`src/assert_macros.svh`:
```
// ----------------------------------------------------------------------------
// Assertion macros
// Clocked property checks, compiled out when SYNTH is defined.
// ----------------------------------------------------------------------------
`ifndef ASSERT_MACROS_SVH
`define ASSERT_MACROS_SVH

`ifndef SYNTH
`define ASSERT_CLK(lbl, clk, rst_n, prop) \
    lbl: assert property (@(posedge clk) disable iff (!rst_n) prop) \
        else $error("assertion failed");
`define ASSERT_NEVER(lbl, clk, rst_n, cond) \
    `ASSERT_CLK(lbl, clk, rst_n, !(cond))
`else
`define ASSERT_CLK(lbl, clk, rst_n, prop)
`define ASSERT_NEVER(lbl, clk, rst_n, cond)
`endif

`endif

```
`src/etps_pkg.sv`:
```
// ----------------------------------------------------------------------------
// ESC throttle pulse sequencer package
// Payload types, command codes and fixed constants.
// ----------------------------------------------------------------------------
`default_nettype none

package etps_pkg;

    localparam int WIDTH_W   = 12;
    localparam int HOLD_W    = 8;
    localparam int SPEED_W   = 8;
    localparam int X_W       = 7;
    localparam int NUM_CFG   = 6;
    localparam int CFG_IDX_W = 3;

    localparam logic [CFG_IDX_W-1:0] CFG_NEUTRAL = 3'd0;
    localparam logic [CFG_IDX_W-1:0] CFG_FWD_MIN = 3'd1;
    localparam logic [CFG_IDX_W-1:0] CFG_FWD_MAX = 3'd2;
    localparam logic [CFG_IDX_W-1:0] CFG_REV_MIN = 3'd3;
    localparam logic [CFG_IDX_W-1:0] CFG_REV_MAX = 3'd4;
    localparam logic [CFG_IDX_W-1:0] CFG_BRAKE   = 3'd5;

    localparam logic [WIDTH_W-1:0] RST_NEUTRAL = 12'd1500;
    localparam logic [WIDTH_W-1:0] RST_FWD_MIN = 12'd1500;
    localparam logic [WIDTH_W-1:0] RST_FWD_MAX = 12'd2000;
    localparam logic [WIDTH_W-1:0] RST_REV_MIN = 12'd1500;
    localparam logic [WIDTH_W-1:0] RST_REV_MAX = 12'd1000;
    localparam logic [WIDTH_W-1:0] RST_BRAKE   = 12'd1000;

    localparam logic [WIDTH_W-1:0] ARM_HIGH = 12'd1500;
    localparam logic [WIDTH_W-1:0] ARM_LOW  = 12'd1400;

    localparam logic [HOLD_W-1:0] HOLD_NONE      = 8'd0;
    localparam logic [HOLD_W-1:0] ARM_HOLD_FIRST = 8'd125;
    localparam logic [HOLD_W-1:0] ARM_HOLD_NEXT  = 8'd25;
    localparam logic [HOLD_W-1:0] FWD_REV_HOLD   = 8'd200;

    localparam logic signed [SPEED_W-1:0] SPEED_ZERO   = 8'sd0;
    localparam logic signed [SPEED_W-1:0] SPEED_MAX    = 8'sd100;
    localparam logic signed [SPEED_W-1:0] SPEED_MIN    = -8'sd100;
    localparam logic signed [SPEED_W-1:0] BRAKED_SPEED = 8'sd123;

    localparam logic [SPEED_W-1:0] FWD_OFFSET = 8'd1;
    localparam logic [SPEED_W-1:0] REV_OFFSET = 8'd100;

    // x / 99 as (x * RECIP) >> RECIP_SHIFT, exact for x below 2^19
    localparam int                 MAG_W       = X_W + WIDTH_W;
    localparam int                 RECIP_W     = 20;
    localparam int                 RECIP_SHIFT = 26;
    localparam logic [RECIP_W-1:0] RECIP       = 20'd677868;

    localparam logic [1:0] STEP_HIGH0  = 2'd0;
    localparam logic [1:0] STEP_LOW    = 2'd1;
    localparam logic [1:0] STEP_HIGH1  = 2'd2;
    localparam logic [1:0] STEP_MAPPED = 2'd3;

    typedef enum logic [2:0] {
        K_BRAKE,
        K_NEUTRAL,
        K_FWD,
        K_REV,
        K_ARM
    } t_kind;

    typedef enum logic [1:0] {
        BS_IDLE,
        BS_MUL,
        BS_DIV,
        BS_EMIT
    } t_bstate;

    typedef struct packed {
        logic                      func;
        logic signed [SPEED_W-1:0] speed_cmd;
    } t_in;

    typedef struct packed {
        logic [WIDTH_W-1:0]        pulse_us;
        logic [HOLD_W-1:0]         hold_ms;
        logic                      last;
        logic                      in_reverse;
        logic signed [SPEED_W-1:0] speed_now;
    } t_res;

    typedef struct packed {
        t_kind                     kind;
        logic [X_W-1:0]            x;
        logic                      hold200;
        logic                      in_reverse;
        logic signed [SPEED_W-1:0] speed_now;
    } t_cmd;

    typedef struct packed {
        logic                 we;
        logic [CFG_IDX_W-1:0] idx;
        logic [WIDTH_W-1:0]   data;
    } t_cfg_wr;

    localparam int CMD_W = $bits(t_cmd);
    localparam int RES_W = $bits(t_res);

endpackage

`default_nettype wire

```
`src/etps_fifo.sv`:
```
// ----------------------------------------------------------------------------
// ESC throttle pulse sequencer queue
// Small first-word-fall-through queue with push/full and pop/empty.
// ----------------------------------------------------------------------------
`default_nettype none

module etps_fifo #(
    parameter int WIDTH = 8,
    parameter int DEPTH = 4
) (
    input  wire logic             i_clk,
    input  wire logic             i_rst_n,
    input  wire logic             i_push,
    input  wire logic [WIDTH-1:0] i_data,
    output logic                  o_full,
    input  wire logic             i_pop,
    output logic                  o_empty,
    output logic      [WIDTH-1:0] o_data
);

    localparam int PTR_W = (DEPTH > 1) ? $clog2(DEPTH) : 1;
    localparam int CNT_W = $clog2(DEPTH + 1);

    logic [WIDTH-1:0] r_mem [DEPTH];
    logic [PTR_W-1:0] r_wr_ptr, n_wr_ptr;
    logic [PTR_W-1:0] r_rd_ptr, n_rd_ptr;
    logic [CNT_W-1:0] r_count, n_count;
    logic             do_push, do_pop;

    assign o_full  = (r_count == CNT_W'(DEPTH));
    assign o_empty = (r_count == '0);
    assign do_push = i_push && !o_full;
    assign do_pop  = i_pop && !o_empty;
    assign o_data  = r_mem[r_rd_ptr];

    always_comb begin
        n_wr_ptr = r_wr_ptr;
        n_rd_ptr = r_rd_ptr;
        n_count  = r_count;
        if (do_push) begin
            n_wr_ptr = (r_wr_ptr == PTR_W'(DEPTH - 1)) ? '0 : r_wr_ptr + 1'b1;
        end
        if (do_pop) begin
            n_rd_ptr = (r_rd_ptr == PTR_W'(DEPTH - 1)) ? '0 : r_rd_ptr + 1'b1;
        end
        if (do_push && !do_pop) begin
            n_count = r_count + 1'b1;
        end else if (do_pop && !do_push) begin
            n_count = r_count - 1'b1;
        end
    end

    always_ff @(posedge i_clk) begin
        if (!i_rst_n) begin
            r_wr_ptr <= '0;
            r_rd_ptr <= '0;
            r_count  <= '0;
        end else begin
            r_wr_ptr <= n_wr_ptr;
            r_rd_ptr <= n_rd_ptr;
            r_count  <= n_count;
        end
    end

    always_ff @(posedge i_clk) begin
        if (do_push) begin
            r_mem[r_wr_ptr] <= i_data;
        end
    end

endmodule

`default_nettype wire

```
`src/etps_front.sv`:
```
// ----------------------------------------------------------------------------
// ESC throttle pulse sequencer front end
// Classifies commands, tracks reverse mode and recorded speed.
// ----------------------------------------------------------------------------
`default_nettype none

module etps_front (
    input  wire logic           i_clk,
    input  wire logic           i_rst_n,
    input  wire logic           i_accept,
    input  wire etps_pkg::t_in  i_cmd,
    output logic                o_push,
    output etps_pkg::t_cmd      o_cmd
);

    import etps_pkg::*;

    logic                      r_rev, n_rev;
    logic signed [SPEED_W-1:0] r_spd, n_spd;
    logic signed [SPEED_W-1:0] spd;
    logic [SPEED_W-1:0]        fwd_x, rev_x;

    assign spd   = i_cmd.speed_cmd;
    assign fwd_x = SPEED_W'(spd) - FWD_OFFSET;
    assign rev_x = SPEED_W'(spd) + REV_OFFSET;

    always_comb begin
        n_rev            = r_rev;
        n_spd            = r_spd;
        o_push           = 1'b0;
        o_cmd.kind       = K_NEUTRAL;
        o_cmd.x          = '0;
        o_cmd.hold200    = 1'b0;
        o_cmd.in_reverse = r_rev;
        o_cmd.speed_now  = r_spd;
        if (i_accept) begin
            if (i_cmd.func) begin
                o_push          = 1'b1;
                o_cmd.kind      = K_BRAKE;
                o_cmd.speed_now = BRAKED_SPEED;
                n_spd           = BRAKED_SPEED;
            end else if (spd == SPEED_ZERO) begin
                o_push = 1'b1;
            end else if (spd > SPEED_ZERO && spd <= SPEED_MAX) begin
                o_push           = 1'b1;
                o_cmd.kind       = K_FWD;
                o_cmd.x          = fwd_x[X_W-1:0];
                o_cmd.hold200    = r_spd[SPEED_W-1];
                o_cmd.in_reverse = 1'b0;
                o_cmd.speed_now  = spd;
                n_spd            = spd;
                n_rev            = 1'b0;
            end else if (spd < SPEED_ZERO && spd >= SPEED_MIN) begin
                o_push           = 1'b1;
                o_cmd.kind       = r_rev ? K_REV : K_ARM;
                o_cmd.x          = rev_x[X_W-1:0];
                o_cmd.in_reverse = 1'b1;
                o_cmd.speed_now  = spd;
                n_spd            = spd;
                n_rev            = 1'b1;
            end
        end
    end

    always_ff @(posedge i_clk) begin
        if (!i_rst_n) begin
            r_rev <= 1'b0;
            r_spd <= '0;
        end else begin
            r_rev <= n_rev;
            r_spd <= n_spd;
        end
    end

endmodule

`default_nettype wire

```
`src/etps_back.sv`:
```
// ----------------------------------------------------------------------------
// ESC throttle pulse sequencer back end
// Holds the width registers, maps speeds to widths and emits each pulse run.
// ----------------------------------------------------------------------------
`default_nettype none

module etps_back (
    input  wire logic              i_clk,
    input  wire logic              i_rst_n,
    input  wire etps_pkg::t_cfg_wr i_cfg,
    input  wire logic              i_cmd_empty,
    output logic                   o_cmd_pop,
    input  wire etps_pkg::t_cmd    i_cmd,
    input  wire logic              i_res_full,
    output logic                   o_res_push,
    output etps_pkg::t_res         o_res
);

    import etps_pkg::*;

    t_bstate                   r_state, n_state;
    logic [1:0]                r_step, n_step;
    t_cmd                      r_cmd;
    logic [WIDTH_W-1:0]        r_cfg [NUM_CFG];
    logic [MAG_W-1:0]          r_mag;
    logic                      r_neg;
    logic [WIDTH_W-1:0]        r_quo;

    logic [WIDTH_W-1:0]        y0, y1;
    logic signed [WIDTH_W:0]   diff;
    logic [WIDTH_W:0]          neg_diff;
    logic [WIDTH_W-1:0]        abs_diff;
    logic [MAG_W-1:0]          mul_prod;
    logic [MAG_W+RECIP_W-1:0]  div_prod;
    logic [WIDTH_W-1:0]        offset;
    logic [WIDTH_W-1:0]        mapped;
    logic                      res_last;

    assign y0       = (r_cmd.kind == K_FWD) ? r_cfg[CFG_FWD_MIN] : r_cfg[CFG_REV_MAX];
    assign y1       = (r_cmd.kind == K_FWD) ? r_cfg[CFG_FWD_MAX] : r_cfg[CFG_REV_MIN];
    assign diff     = $signed({1'b0, y1}) - $signed({1'b0, y0});
    assign neg_diff = -diff;
    assign abs_diff = diff[WIDTH_W] ? neg_diff[WIDTH_W-1:0] : diff[WIDTH_W-1:0];
    assign mul_prod = {{WIDTH_W{1'b0}}, r_cmd.x} * {{X_W{1'b0}}, abs_diff};
    assign div_prod = {{RECIP_W{1'b0}}, r_mag} * {{MAG_W{1'b0}}, RECIP};
    assign offset   = r_neg ? (~r_quo + 1'b1) : r_quo;
    assign mapped   = y0 + offset;
    assign res_last = (r_cmd.kind != K_ARM) || (r_step == STEP_MAPPED);

    always_comb begin
        n_state    = r_state;
        n_step     = r_step;
        o_cmd_pop  = 1'b0;
        o_res_push = 1'b0;
        case (r_state)
            BS_IDLE: begin
                if (!i_cmd_empty) begin
                    o_cmd_pop = 1'b1;
                    n_step    = STEP_HIGH0;
                    n_state   = BS_MUL;
                end
            end
            BS_MUL: begin
                n_state = BS_DIV;
            end
            BS_DIV: begin
                n_state = BS_EMIT;
            end
            BS_EMIT: begin
                if (!i_res_full) begin
                    o_res_push = 1'b1;
                    if (res_last) begin
                        n_state = BS_IDLE;
                    end else begin
                        n_step = r_step + 1'b1;
                    end
                end
            end
            default: begin
                n_state = BS_IDLE;
            end
        endcase
    end

    always_comb begin
        o_res.pulse_us   = mapped;
        o_res.hold_ms    = HOLD_NONE;
        o_res.last       = res_last;
        o_res.in_reverse = r_cmd.in_reverse;
        o_res.speed_now  = r_cmd.speed_now;
        case (r_cmd.kind)
            K_BRAKE: begin
                o_res.pulse_us = r_cfg[CFG_BRAKE];
            end
            K_NEUTRAL: begin
                o_res.pulse_us = r_cfg[CFG_NEUTRAL];
            end
            K_FWD: begin
                o_res.hold_ms = r_cmd.hold200 ? FWD_REV_HOLD : HOLD_NONE;
            end
            K_ARM: begin
                case (r_step)
                    STEP_HIGH0: begin
                        o_res.pulse_us = ARM_HIGH;
                    end
                    STEP_LOW: begin
                        o_res.pulse_us = ARM_LOW;
                        o_res.hold_ms  = ARM_HOLD_FIRST;
                    end
                    STEP_HIGH1: begin
                        o_res.pulse_us = ARM_HIGH;
                        o_res.hold_ms  = ARM_HOLD_NEXT;
                    end
                    default: begin
                        o_res.hold_ms = ARM_HOLD_NEXT;
                    end
                endcase
            end
            default: begin
                o_res.pulse_us = mapped;
            end
        endcase
    end

    always_ff @(posedge i_clk) begin
        if (!i_rst_n) begin
            r_state <= BS_IDLE;
            r_step  <= STEP_HIGH0;
        end else begin
            r_state <= n_state;
            r_step  <= n_step;
        end
    end

    always_ff @(posedge i_clk) begin
        if (!i_rst_n) begin
            r_cfg[CFG_NEUTRAL] <= RST_NEUTRAL;
            r_cfg[CFG_FWD_MIN] <= RST_FWD_MIN;
            r_cfg[CFG_FWD_MAX] <= RST_FWD_MAX;
            r_cfg[CFG_REV_MIN] <= RST_REV_MIN;
            r_cfg[CFG_REV_MAX] <= RST_REV_MAX;
            r_cfg[CFG_BRAKE]   <= RST_BRAKE;
        end else if (i_cfg.we && (i_cfg.idx < CFG_IDX_W'(NUM_CFG))) begin
            r_cfg[i_cfg.idx] <= i_cfg.data;
        end
    end

    always_ff @(posedge i_clk) begin
        if (o_cmd_pop) begin
            r_cmd <= i_cmd;
        end
        if (r_state == BS_MUL) begin
            r_mag <= mul_prod;
            r_neg <= diff[WIDTH_W];
        end
        if (r_state == BS_DIV) begin
            r_quo <= div_prod[RECIP_SHIFT +: WIDTH_W];
        end
    end

endmodule

`default_nettype wire

```
`src/esc_throttle_pulse_sequencer_top.sv`:
```
// ----------------------------------------------------------------------------
// ESC throttle pulse sequencer
// Turns speed and brake commands into servo pulse widths with hold times.
//
// Command side: an item is taken when push is high and full is low. Each
// command yields one result, four for a reverse command while not in reverse
// mode (arming run), none for a speed outside -100..100.
// Result side: while empty is low the oldest result is on o_res; pop takes it.
// Width registers are written through i_cfg_we / i_cfg_idx / i_cfg_data;
// indexes beyond five are ignored.
// A taken command waits in the command queue; the back end pops it, steps
// through its multiply, divide and emit states and writes each result into
// the result queue. It handles one command at a time; a command queue of
// CMD_DEPTH items keeps taking commands meanwhile.
// When pop is held low, results collect in a RES_DEPTH queue, then the back
// end and finally full stall.
// Reset: queues empty, reverse mode off, recorded speed zero, widths back to
// their defaults.
// ----------------------------------------------------------------------------
`default_nettype none

module esc_throttle_pulse_sequencer_top #(
    parameter int CMD_DEPTH = 4,
    parameter int RES_DEPTH = 4
) (
    input  wire logic                             i_clk,
    input  wire logic                             i_rst_n,
    input  wire logic                             push,
    input  wire etps_pkg::t_in                    i_cmd,
    output logic                                  full,
    input  wire logic                             pop,
    output logic                                  empty,
    output etps_pkg::t_res                        o_res,
    input  wire logic                             i_cfg_we,
    input  wire logic [etps_pkg::CFG_IDX_W-1:0]   i_cfg_idx,
    input  wire logic [etps_pkg::WIDTH_W-1:0]     i_cfg_data
);

    import etps_pkg::*;

`include "assert_macros.svh"

    logic       accept;
    logic       drop_cmd;
    logic       cmd_push, cmd_full, cmd_pop, cmd_empty;
    t_cmd       front_cmd, back_cmd;
    logic       res_push, res_full;
    t_res       back_res;
    t_cfg_wr    cfg_wr;
    logic [CMD_W-1:0] cmd_bits;
    logic [RES_W-1:0] res_bits;

    assign full     = cmd_full;
    assign accept   = push && !cmd_full;
    assign back_cmd = t_cmd'(cmd_bits);
    assign o_res    = t_res'(res_bits);
    assign drop_cmd = !i_cmd.func &&
                      ((i_cmd.speed_cmd > SPEED_MAX) || (i_cmd.speed_cmd < SPEED_MIN));

    assign cfg_wr.we   = i_cfg_we;
    assign cfg_wr.idx  = i_cfg_idx;
    assign cfg_wr.data = i_cfg_data;

    etps_front u_front (
        .i_clk    (i_clk),
        .i_rst_n  (i_rst_n),
        .i_accept (accept),
        .i_cmd    (i_cmd),
        .o_push   (cmd_push),
        .o_cmd    (front_cmd)
    );

    etps_fifo #(
        .WIDTH (CMD_W),
        .DEPTH (CMD_DEPTH)
    ) u_cmd_fifo (
        .i_clk   (i_clk),
        .i_rst_n (i_rst_n),
        .i_push  (cmd_push),
        .i_data  (front_cmd),
        .o_full  (cmd_full),
        .i_pop   (cmd_pop),
        .o_empty (cmd_empty),
        .o_data  (cmd_bits)
    );

    etps_back u_back (
        .i_clk       (i_clk),
        .i_rst_n     (i_rst_n),
        .i_cfg       (cfg_wr),
        .i_cmd_empty (cmd_empty),
        .o_cmd_pop   (cmd_pop),
        .i_cmd       (back_cmd),
        .i_res_full  (res_full),
        .o_res_push  (res_push),
        .o_res       (back_res)
    );

    etps_fifo #(
        .WIDTH (RES_W),
        .DEPTH (RES_DEPTH)
    ) u_res_fifo (
        .i_clk   (i_clk),
        .i_rst_n (i_rst_n),
        .i_push  (res_push),
        .i_data  (back_res),
        .o_full  (res_full),
        .i_pop   (pop),
        .o_empty (empty),
        .o_data  (res_bits)
    );

    `ASSERT_NEVER(a_cmd_no_overflow, i_clk, i_rst_n, cmd_push && cmd_full)
    `ASSERT_NEVER(a_res_no_overflow, i_clk, i_rst_n, res_push && res_full)
    `ASSERT_CLK(a_brake_queued, i_clk, i_rst_n, (accept && i_cmd.func) |-> cmd_push)
    `ASSERT_CLK(a_range_dropped, i_clk, i_rst_n, (accept && drop_cmd) |-> !cmd_push)

endmodule

`default_nettype wire
```
`config.mk`:
```
export PLATFORM = sky130hd
export DESIGN_NAME = esc_throttle_pulse_sequencer_top
export DESIGN_NICKNAME = d
export VERILOG_FILES = /design/src/etps_pkg.sv /design/src/etps_fifo.sv /design/src/etps_front.sv /design/src/etps_back.sv /design/src/esc_throttle_pulse_sequencer_top.sv
export VERILOG_INCLUDE_DIRS = /design/src /design/src/src
export SDC_FILE = /design/constraint.sdc
export NUM_CORES = 1
export LEC_CHECK = 0
export ABC_AREA = 1
export ABC_CLOCK_PERIOD_IN_PS = 13800
export BUFFER_PORTS_ARGS = -buffer_cell sky130_fd_sc_hd__buf_2
export CAP_MARGIN = 20
export CORE_MARGIN = 1.5
export CORE_UTILIZATION = 45
export CTS_CLUSTER_DIAMETER = 80
export DETAILED_ROUTE_END_ITERATION = 10
export GPL_TIMING_DRIVEN = 1
export PLACE_DENSITY = 0.72
export SLEW_MARGIN = 20
export SYNTH_ARGS = -nofsm -noshare
export SYNTH_HDL_FRONTEND = slang
export SYNTH_SLANG_ARGS = --single-unit
```
`constraint.sdc`:
```
create_clock -name i_clk -period 13.8 [get_ports i_clk]
set_clock_uncertainty 0.15 [all_clocks]
set_input_delay 2.76 -clock i_clk [delete_from_list [all_inputs] [get_ports i_clk]]
set_output_delay 2.76 -clock i_clk [all_outputs]
set_load 0.05 [all_outputs]
```
# Yosys cells after proc, flatten, opt, wreduce, memory -nomap -nowiden
# Memories as Yosys holds them, arrays and structs flattened. A register that Yosys moved wholly into a read port is not among the register bits.
# Index checks and enable logic that the tools add are counted.
# Widths: inputs -> output; s select.
# totals
reg_bits	59
ramBits	272
input_bits	29
output_inout_bits	32
wordCells	164
mem_count	3
# classes
addsub	15
multipliers	2
magnitude_cmp	5
n_eq_ne	21
mux	64
n_bitwise	3
reduce_logical	38
# memory_table
memory	depth	word_bits	rd	rd_ports_with_merged_regs	wr	line	text
u_res_fifo.r_mem	4	30	1	1	1	etps_fifo.sv:24	logic [WIDTH-1:0] r_mem [DEPTH];
u_cmd_fifo.r_mem	4	20	1	1	1	etps_fifo.sv:24	
u_back.r_cfg	6	12	6	0	6	etps_back.sv:24	logic [WIDTH_W-1:0] r_cfg [NUM_CFG];
# op_table
cell	n
$mux 12	5
$mux 8	6
$mux 20	2
$mul 19x18->36 const B	1
$pmux 12 s3	1
$mux 9	3
$mux 2	12
$pmux 12 s2	1
$mux 1	21
$mux 3	7
$mux 10	2
$mul 7x12->19	1
$eq 2x2->1 const B	8
$pmux 8 s2	1
$pmux 7 s2	1
$sub 12x12->13	1
$add 12x1->12 const B	1
$add 12x12->12	1
$logic_and 1x1->1	12
$neg 12->12	1
$not 12->12	1
$reduce_or 12->1	1
$add 2x1->2 const B	5
$eq 3x3->1 const B	3
other kinds (28)	50

# Depth between registers and ports, before layout
# logic_depth
depth_word	12
mapped_depth	38
ltp_nobuf	36

# Hierarchy
# Synthesis repeated with hierarchy kept, for this count alone.
# unflattened
cells_unflattened	2534
area_unflattened_um2	25275.5
# modules_own_cells
mod	instances	cells_each	area_each_um2	seq_area_each_um2
etps_back	1	1756	15920.3	3803.6
etps_fifo (u_res_fifo)	1	363	5004.8	3783.6
etps_fifo (u_cmd_fifo)	1	266	3440.8	2582.5
etps_front	1	147	899.6	180.2
esc_throttle_pulse_sequencer_top	1	2	10.0	0.0

# Least setup slack after synthesis
# OpenSTA, ideal clock, no wires.
# synth_timing
kind	reg2reg
from	register, netlist name u_back.r_cmd[18]
to	register u_back.r_mag[16] (data pin)
setup_ps	265
arrival_time_ps	6871
t_required_ps	13385
setup_slack_ps	6513
path_stages_with_launch	35
path_buffers	3
synth_period_minus_slack_ps	7287
cell_sequence	edfxtp_1 nand3_2 buf_6 clkbuf_1 clkbuf_1 mux2i_1 ha_1 fa_1 nor2_1 nand3_1 nand2_1 nand2_1 nand2_2 a21boi_4 o21ai_0 xor2_1 inv_1 nand2_1 fa_1 fa_1 inv_1 fa_1 inv_1 fa_1 inv_1 ha_1 a21oi_1 inv_1 nand2_1 nand2_1 a21boi_0 o21ai_0 a21boi_0 o21ai_0 xor2_1
# synth_between
elab_chain_len	6
elab_cells_between_ends	7
cone_classes	2 x add/sub; 1 x mul; 1 x eq/ne; 3 x mux
# synth_rtl
item	line	text
$eq 3x2->1 (*)	etps_back.sv:39, etps_back.sv:40	
$mux 12, on equally long branches	etps_back.sv:40, etps_back.sv:39	
$sub 12x12->13 (*)	etps_back.sv:41	assign diff = $signed({1'b0, y1}) - $signed({1'b0, y0});
$neg 12->12	etps_back.sv:42	assign neg_diff = -diff;
$mux 12 (*)	etps_back.sv:43	assign abs_diff = diff[WIDTH_W] ? neg_diff[WIDTH_W-1:0] : diff[WIDTH_W-1:0];
$mul 7x12->19 (*)	etps_back.sv:44	assign mul_prod = {{WIDTH_W{1'b0}}, r_cmd.x} * {{X_W{1'b0}}, abs_diff};
via u_back.mul_prod[16]	etps_back.sv:33	logic [MAG_W-1:0] mul_prod;
end signal: assignment	etps_back.sv:153	r_mag <= mul_prod;
end: declaration	etps_back.sv:25	logic [MAG_W-1:0] r_mag;
# The timed path passes the listed nets; every way through them passes the cells marked *.
# A chain may end at the register's enable or synchronous reset.

# Worst setup path in the final report
# layout_timing
from	register, netlist name u_back.r_cmd[17]
to	register u_back.r_mag[16] (data pin)
# layout_between
elab_chain_len	6
elab_cells_between_ends	7
cone_classes	2 x add/sub; 1 x mul; 1 x eq/ne; 3 x mux
# layout_rtl
item	line
$eq 3x2->1 (*)	etps_back.sv:39, etps_back.sv:40
$mux 12, on equally long branches	etps_back.sv:40, etps_back.sv:39
$sub 12x12->13 (*)	etps_back.sv:41
$neg 12->12	etps_back.sv:42
$mux 12 (*)	etps_back.sv:43
$mul 7x12->19 (*)	etps_back.sv:44
via u_back.mul_prod[16]	etps_back.sv:33
# Marks and branches as above.

==> results.yml <==
sta:
  grt_setup_unrepaired: "no"
  tightestPinTransition_ns: 1.06
  max_freq_mhz: 120
  relSlewSlack_pct: 29.3
  final-setup-viol-count: 0
  tns_ns: 0
  fin_crit_ns: 8.34
  hold_viol_final: 0
  drv_slew: 0
  timing.final.crit_share_pct: 60.4
critical_path:
  start_kind: "register"
  path_buf_inv: 8
  arrival_ns: 8.48
  reg2reg_to: "u_back.r_mag[16]"
  worstSetupPathType: "reg -> reg"
  rr_startpoint: "u_back.r_cmd[17]"
  rr_worst_depth: 32
  rrSetupSlack_ns: 5.46
  cpLargestDelayFamily: "adder cells"
  critPathSlowestCell: "nand3_2"
  crit_path_max_fanout: 40
  crit_path_frequent_cell: "inv_1"
  max_stage_delay_ns: 0.61
  endpoint_kind: "register"
  required_ns: 13.93
cells_and_area:
  area_growth_pct: 9.53
  final_common_cell: "inv_1"
  diodes: 0
  fillers: 4777
  num-nets-final: 2972
  layout-drive-gt1-share_pct: 7.07
  layout_common_cells: "inv_1, edfxtp_1, nor2_1"
route:
  vias: 17087
  via_per_inst: 5.27
  drtIter0Drc: 1485
  final_antenna_net_count: 0
  drt_wl_total_um: 56300
  wl_per_cell_um: 17.3
  first_pass_iters: 6
  drc: 0
hold_path:
  min-delay-start: "u_front.r_spd[1]"
  holdPathEnd: "u_front.r_spd[1]"
  hold_depth: 2
  hp-class: "reg -> reg"
floorplan:
  die_h_um: 236
  die_w_um: 236
  pin_count: 61
  rows: 85
  dieArea_sq_um: 55500
  initial_core_util_pct: 45.4
  coreArea_sq_um: 53700
global_route:
  grt_usage_pct: 20.8
  grt_max_degree: 56
  grt_pass1_wl_um: 92300
  grt_pass1_vias: 17561
  antenna_found_initial: 0
  overflow: 0
synthesis:
  synth_area_sq_um: 24400
  synthMuxAreaShare_pct: 0.498
  synth_xor_area_share_pct: 1.80
  syn_area_per_cell_sq_um: 9.94
  synthCells: 2450
  synth-simple-area-share_pct: 11.9
  yosys_warnings: 0
  synth_top_family_by_area: "adder cells"
  synth_nets: 2903
  synthArstFlopShare_pct: 0
  ys.flop_type: "edfxtp_1"
  synth_cell_types: 51
  ys_ff_latch: 341
  synthAdderAreaFrac_pct: 27.7
  synth-compound-area-share_pct: 8.93
  seq_area_frac_synth_pct: 40.8
  synth_edf_count: 312
place:
  hpwl_um: 43200
  port_buffers: 59
  gp_congestion: 0.952
clock_tree:
  cts-buffers-inserted: 36
  cts_max_level: 2
  tritoncts: "built"
  clockBufferDepth: 3
  insertion_delay_ns: 0.56
  ctsResizeCount: 0
  postCtsSetupBuffers: 0
  cts_root_buf: "clkbuf_16"
  path_clk_slew_ns: 0.06
  cts.sinks: 341
  cts_hold_buf: 0
job:
  drv_cap: 0
outcome:
  status: "finished, final reports clean"
-- cells in the mapped netlist, drive strengths merged (8+ instances only) --
library cell / count / area share [%]
dfxtp: 29 / 2.4
a31oi: 8 / 0.21
nand4: 15 / 0.41
o22ai: 50 / 1.3
clkbuf: 39 / 0.60
inv: 486 / 7.5
a21o: 10 / 0.31
fa: 192 / 16
o21ai: 172 / 3.6
a21oi: 104 / 2.2
nor3: 21 / 0.43
xnor2: 19 / 0.68
edfxtp: 312 / 38
a211oi: 8 / 0.25
nor2: 306 / 4.8
nand3: 62 / 1.3
ha: 232 / 12
mux2: 9 / 0.42
xor2: 31 / 1.1
nand2: 278 / 4.4
-- flip-flops by register name, indices dropped and copies added (netlist names), 8 cells and up, named ones only --
name,count
u_front.r_spd,8
u_back.r_cmd,11
u_back.o_res,9
u_back.r_quo,12
u_back.r_cfg,72
u_res_fifo.r_mem,108
u_cmd_fifo.r_mem,80
u_back.r_mag,19
-- how the worst max path moves through the flow --
stage | slack [ns] | from | end | depth (start not counted)
final | 5.46 | u_back.r_cmd[17] | u_back.r_mag[16] | 32
after floorplan | 6.51 | u_back.r_cmd[18] | u_back.r_mag[16] | 34
after detailed placement | 5.60 | u_back.r_cmd[17] | u_back.r_mag[16] | 33
after CTS | 5.53 | u_back.r_cmd[17] | u_back.r_mag[16] | 33
after global placement | 5.74 | u_back.r_cmd[17] | u_back.r_mag[16] | 33
after global routing | 4.66 | u_back.r_cmd[17] | u_back.r_mag[16] | 33
-- through the flow --
stage | setup WS (ns) | instance area, sq um | cells | hold WS, ns | utilization (%)
after global routing | 4.66 | 26700 | 3243 | 0.357 | 49.7
after global placement | 5.74 | 25500 | 3176 | 0.311 | 47.4
after CTS | 5.53 | 26700 | 3243 | 0.337 | 49.7
final | 5.46 | 26700 | 3243 | 0.338 | 49.7
after detailed placement | 5.60 | 25500 | 3177 | 0.329 | 47.5
after floorplan | 6.51 | 24400 | 2450 | 0.302 | -
-- kinds of logic (layout without fill, tap and decap cells) --
family	Yosys count	after routing
DFF	341	341
AOI/OAI and AO/OA	386	386
other	1	1
buffers and inverters	537	634
and+or+nand+nor	700	700
muxes	11	11
xor gates and xnor gates	50	50
adders and majority gates	424	424
-- routing by layer --
layer  part of all wire [%]  GRT usage [%]
met4                    3.0           6.88
met2                     48           35.1
met5                      0              0
met3                    5.8           2.64
met1                     43           28.0
-- worst min-delay path: stages, from the launching register on --
cell and delay (ns):
dfxtp_1 0.29, nand2_1 0.08, a21oi_1 0.07
-- final cells by class --
type                    instances  area, sq um  share of cell area, %
flip-flops and latches        341         9950                   37.3
inverters                     493         1850                   6.93
clock buffers                  51          988                   3.70
multi-input cells            1572        12400                   46.4
well taps                     696          871                   3.26
clock inverters                15          211                  0.792
repair buffers                 75          423                   1.58
Power is not shown: default switching activity piles up to over one toggle a cycle in this logic, so the estimate is an artifact.
